===== src/hw/rtl/psx_pkg.sv =====
// Shared types, constants and helper functions of the plane stress transform.
package psx_pkg;

  // Configuration register indexes.
  localparam logic [1:0] REG_SII = 2'd0;
  localparam logic [1:0] REG_SJJ = 2'd1;
  localparam logic [1:0] REG_SIJ = 2'd2;

  // Rotation start value, about 2^29 divided by the CORDIC gain.
  localparam logic signed [31:0] INV_GAIN_Q29 = 32'sd326016437;
  // Upper and lower halves of 2^32 divided by the CORDIC gain.
  localparam logic [15:0] GAIN_HI = 16'd39796;
  localparam logic [15:0] GAIN_LO = 16'd60840;
  // Half a turn in 2^32 units per turn.
  localparam logic signed [33:0] HALF_TURN = 34'sd2147483648;

  // Data that moves from one CORDIC cell to the next.
  typedef struct packed {
    logic signed [31:0] rx;
    logic signed [31:0] ry;
    logic signed [33:0] rz;
    logic               flip;
    logic signed [35:0] vx;
    logic signed [35:0] vy;
    logic signed [33:0] vz;
  } psx_cordic_t;

  // Arctangent of 2^-i in 2^32 units per turn.
  function automatic logic signed [33:0] atan_turn(input int i);
    logic signed [33:0] v;
    case (i)
      0:  v = 34'sd536870912;
      1:  v = 34'sd316933406;
      2:  v = 34'sd167458907;
      3:  v = 34'sd85004756;
      4:  v = 34'sd42667331;
      5:  v = 34'sd21354465;
      6:  v = 34'sd10679838;
      7:  v = 34'sd5340245;
      8:  v = 34'sd2670163;
      9:  v = 34'sd1335087;
      10: v = 34'sd667544;
      11: v = 34'sd333772;
      12: v = 34'sd166886;
      13: v = 34'sd83443;
      14: v = 34'sd41722;
      15: v = 34'sd20861;
      16: v = 34'sd10430;
      17: v = 34'sd5215;
      18: v = 34'sd2608;
      19: v = 34'sd1304;
      20: v = 34'sd652;
      21: v = 34'sd326;
      22: v = 34'sd163;
      23: v = 34'sd81;
      24: v = 34'sd41;
      25: v = 34'sd20;
      26: v = 34'sd10;
      27: v = 34'sd5;
      28: v = 34'sd3;
      29: v = 34'sd1;
      30: v = 34'sd1;
      default: v = 34'sd0;
    endcase
    return v;
  endfunction

  // Clamp a wide signed value to the signed 32-bit range.
  function automatic logic signed [31:0] sat32(input logic signed [39:0] v);
    logic signed [31:0] res;
    if (v > 40'sd2147483647) begin
      res = 32'sh7FFFFFFF;
    end else if (v < -40'sd2147483648) begin
      res = 32'sh80000000;
    end else begin
      res = v[31:0];
    end
    return res;
  endfunction

endpackage


===== src/hw/rtl/psx_cell.sv =====
// One CORDIC cell: a rotation step and a vectoring step with a pipeline register.
module psx_cell import psx_pkg::*; #(
  parameter int STAGE = 0
) (
  input  logic        clk,
  input  logic        rst_n,
  input  logic        up_valid,
  output logic        up_ready,
  input  psx_cordic_t up_data,
  output logic        dn_valid,
  input  logic        dn_ready,
  output psx_cordic_t dn_data
);

  localparam logic signed [33:0] ATAN = atan_turn(STAGE);

  logic        valid_r;
  psx_cordic_t data_r;
  psx_cordic_t data_nxt;
  logic        adv;

  logic signed [31:0] rx, ry;
  logic signed [35:0] vx, vy;

  // The register may load when it is empty or its content moves on.
  assign adv      = !valid_r || dn_ready;
  assign up_ready = adv;
  assign dn_valid = valid_r;
  assign dn_data  = data_r;

  // Rotation toward the residual angle and vectoring toward the x axis.
  always_comb begin
    rx = up_data.rx;
    ry = up_data.ry;
    vx = up_data.vx;
    vy = up_data.vy;
    data_nxt = up_data;
    if (up_data.rz >= 0) begin
      data_nxt.rx = rx - (ry >>> STAGE);
      data_nxt.ry = ry + (rx >>> STAGE);
      data_nxt.rz = up_data.rz - ATAN;
    end else begin
      data_nxt.rx = rx + (ry >>> STAGE);
      data_nxt.ry = ry - (rx >>> STAGE);
      data_nxt.rz = up_data.rz + ATAN;
    end
    if (vy > 0) begin
      data_nxt.vx = vx + (vy >>> STAGE);
      data_nxt.vy = vy - (vx >>> STAGE);
      data_nxt.vz = up_data.vz + ATAN;
    end else begin
      data_nxt.vx = vx - (vy >>> STAGE);
      data_nxt.vy = vy + (vx >>> STAGE);
      data_nxt.vz = up_data.vz - ATAN;
    end
  end

  always_ff @(posedge clk) begin
    if (!rst_n) begin
      valid_r <= 1'b0;
    end else if (adv) begin
      valid_r <= up_valid;
    end
  end

  always_ff @(posedge clk) begin
    if (adv && up_valid) begin
      data_r <= data_nxt;
    end
  end

endmodule


===== config.mk =====
export PLATFORM = sky130hd
export DESIGN_NAME = psx_cell
export DESIGN_NICKNAME = d
export VERILOG_FILES = /design/src/hw/rtl/psx_pkg.sv /design/src/hw/rtl/psx_cell.sv
export SDC_FILE = /design/constraint.sdc
export NUM_CORES = 1
export LEC_CHECK = 0
export ABC_AREA = 1
export BUFFER_PORTS_ARGS = -buffer_cell sky130_fd_sc_hd__buf_2
export CORE_MARGIN = 2
export CORE_UTILIZATION = 46
export CTS_BUF_LIST = sky130_fd_sc_hd__clkbuf_8
export DETAILED_ROUTE_END_ITERATION = 10
export PLACE_DENSITY = 0.68
export SETUP_SLACK_MARGIN = 0.5
export SLEW_MARGIN = 5
export SYNTH_ARGS = -nofsm -noshare
export SYNTH_HDL_FRONTEND = slang
export SYNTH_SLANG_ARGS = --single-unit

===== constraint.sdc =====
create_clock -name clk -period 22.2 [get_ports clk]
set_input_delay 4.44 -clock clk [delete_from_list [all_inputs] [get_ports clk]]
set_output_delay 4.44 -clock clk [all_outputs]
set_load 0.01 [all_outputs]

==> flow_metrics.env <==
export IMPL_synth_edf_count=203
export IMPL_max_slew_margin=0.262
export IMPL_grt_pass1_wl_um=114000
export IMPL_min_from="dn_valid$_SDFFE_PN0N_"
export IMPL_post_cts_buffers=0
export IMPL_multi_input_area_um2=12700
export IMPL_core_area_um2=45600
export IMPL_cp_end_kind="output pin"
export IMPL_hold_viol_final=0
export IMPL_design_area_um2=24400
export IMPL_syn_inst=3209
export IMPL_initial_core_util=0.468
export IMPL_drt_initial_drc_count=1828
export IMPL_rr_worst_depth=3
export IMPL_clock_path_buffers=3
export IMPL_synth_area_leaders="edfxtp_1 (29%), nand2_1 (17%), ha_1 (12%)"
export IMPL_synth_fp_nets=3635
export IMPL_wl_um=75800
export IMPL_place_inst=4141
export IMPL_clock_latency_ns=0.61
export IMPL_first_global_vias=20932
export IMPL_final_cells=4208
export IMPL_seq_area_um2=6120
export IMPL_numCtsBuffers=39
export IMPL_grt_max_degree=77
export IMPL_clock_skew_ns=0.0217
export IMPL_wl_per_cell_um=18.0
export IMPL_clock_sinks=204
export IMPL_dr_pass1_iters=7
export IMPL_r2r_slack_ns=19.38
export IMPL_hold_path_class="reg2reg"
export IMPL_cts_htree_levels=2
export IMPL_fin_crit_sh=0.419
export IMPL_avgSynthCellArea_um2=6.64
export IMPL_peakVddDrop_mv=0.0401
export IMPL_synth_seq_cells=204
export IMPL_port_buffers=415
export IMPL_vias_per_cell=5.26
export IMPL_ys_warn_count=0
export IMPL_num_vias=22144
export IMPL_cp_required_ns=17.76
export IMPL_power_leakage_nw=12.9
export IMPL_hold_slack_ns=0.571
export IMPL_whs_path_depth=2
export IMPL_antenna_found_initial=2
export IMPL_rows=78
export IMPL_ys_types=38
export IMPL_tightestPinTransition_ns=1.11
export IMPL_yosysTopAreaCellShare=0.286
export IMPL_ctsResizeCount=0
export IMPL_die_w_um=219
export IMPL_route_detailed_drc=0
export IMPL_finalSetupTns_ns=0
export IMPL_n_fill_cell=4745
export IMPL_cts_tree="yes"
export IMPL_placed_cell_area_um2=23700
export IMPL_status="finished clean"
export IMPL_crit_path_start_kind="input port"
export IMPL_ioPinCount=416
export IMPL_cap_violations=0
export IMPL_fmax_mhz=108
export IMPL_dp_hpwl_um=63100
export IMPL_yosysTopAreaCell="edfxtp_1"
export IMPL_grt_remaining_overflow=0
export IMPL_worstPathMaxFanout=2
export IMPL_synthesis_area_um2=21300
export IMPL_fin_nets=4008
export IMPL_syn_to_final_growth_pct=14.5
export IMPL_die_y_um=219
export IMPL_async_flop_share=0
export IMPL_setup_viol=0
export IMPL_slew_violations=0
export IMPL_critPathKind="in2out"
export IMPL_arrival_ns=4.85
export IMPL_postRouteAntennaNets=0
export IMPL_clk_pin_slew_worst_paths_ns=0.05
export IMPL_die_area_um2=48100
export IMPL_hold_end="dn_valid$_SDFFE_PN0N_"
export IMPL_p_per_area_nw_per_um2=56.7
export IMPL_cts_root_buf="clkbuf_8"
export IMPL_gp_congestion=1.01
export IMPL_rsz0062_at_grt="false"
export IMPL_grt_usage=0.310
export IMPL_period_needed_ns=9.29
export IMPL_yosysSeqAreaShare=0.287
export IMPL_r2r_start="dn_valid$_SDFFE_PN0N_"
export IMPL_cts_hold_fix_buffers=0
export IMPL_r2r_end="dn_data[202]$_DFFE_PP_"
export IMPL_drive_gt1_frac=0.138
export IMPL_synth_flop_cell="edfxtp_1"
==> where the power goes <==
| group | total (W) | leakage, nW | switching, W | internal, W |
|---|---|---|---|---|
| registers | 0.000492 | 1.98 | 0.0000142 | 0.000478 |
| clock network | 0.000372 | 0.407 | 0.000173 | 0.000199 |
| logic | 0.000519 | 10.5 | 0.000354 | 0.000165 |
==> state kept, by name, indices dropped and copies added (netlist names) <==
register,flops
dn_valid,1
dn_data,203
==> synthesized netlist by cell type, types with 2 or more instances <==
cell      number
xor2_1        78
nand2_2        5
ha_1         209
buf_4         46
o21ai_1       14
and2_1         6
inv_1        511
nand3b_1       6
inv_2          4
nor2_2         9
nor4_1         8
o21ai_0      186
clkbuf_1       9
fa_1           8
nand3_1      307
a21boi_0       4
o21a_1         5
a21o_1         4
a31oi_1        3
xnor2_1        4
nor3_1        32
nand4_1       25
buf_2         33
a21oi_2        2
o21bai_1      28
o211ai_1       7
edfxtp_1     203
a21oi_1      224
nor2_1       267
nand2_1      954
==> worst max-delay path, stage by stage <==
cell and delay [ns]:
buf_2 0.10, inv_1 0.10, nand2_1 0.07, buf_2 0.14
==> layout by cell type (no fill, tap or decap), types with 3 or more instances in the layout <==
master     netlist  routed
nand2_1        954     954
nand4_1         25      25
and2_1           6       6
o21ai_0        186     186
ha_1           209     209
a21oi_1        224     223
fa_1             8       8
inv_1          511     520
nor2_2           9       8
o21a_1           5       5
a21boi_0         4       4
edfxtp_1       203     203
clkinv_1         0       8
buf_2           33     415
clkbuf_8         0      39
o21ai_1         14      14
a21o_1           4       4
buf_4           46       6
o21bai_1        28      28
nand3_1        307     307
nand3b_1         6       6
nor4_1           8       8
inv_2            4       4
xnor2_1          4       4
xor2_1          78      78
bufinv_16        0       3
nor3_1          32      32
o211ai_1         7       7
a31oi_1          3       3
clkinv_2         0       3
nand2_2          5       5
nor2_1         267     267
==> worst max path at each step <==
stage | cells past startpoint | from | to | slack, ns
final | 4 | dn_ready | up_ready | 12.91
after floorplan | 2 | up_valid | dn_data[0]$_DFFE_PP_ | 7.14
after detailed placement | 4 | dn_ready | up_ready | 12.91
after global placement | 4 | dn_ready | up_ready | 12.91
after global routing | 4 | dn_ready | up_ready | 12.87
after CTS | 4 | dn_ready | up_ready | 12.91
==> per-layer routing <==
layer	vias up	wire, µm	track usage
li1	11049	-	-
met1	10052	31100	0.383
met2	858	36000	0.534
met3	185	4860	0.0381
met4	0	3930	0.151
met5	-	0	0
==> cell type report <==
class / instances / area share
clock buffers: 39 / 0.0220
clock inverters: 27 / 0.00856
inverters: 515 / 0.0792
flip-flops and latches: 204 / 0.250
diodes: 1 / 0.000102
multi-input cells: 2401 / 0.522
well taps: 600 / 0.0307
repair buffers: 421 / 0.0869
==> cells by family after synthesis <==
| family | after synthesis | synth area share |
|---|---|---|
| buf+inv | 604 | 0.116 |
| xor+xnor | 82 | 0.0337 |
| simple gates | 1623 | 0.314 |
| fa+ha+maj | 217 | 0.130 |
| flops | 204 | 0.287 |
| compound gates | 479 | 0.119 |
==> through the flow <==
step           setup slack (ns)  utilization  power (W)
2_1_floorplan              7.14            -   0.000839
3_3_place_gp              12.91        0.519    0.00101
3_5_place_dp              12.91        0.519    0.00101
4_1_cts                   12.91        0.536    0.00139
5_1_grt                   12.87        0.536    0.00147
6_report                  12.91        0.536    0.00138
Power figures use the tool's default switching activity.
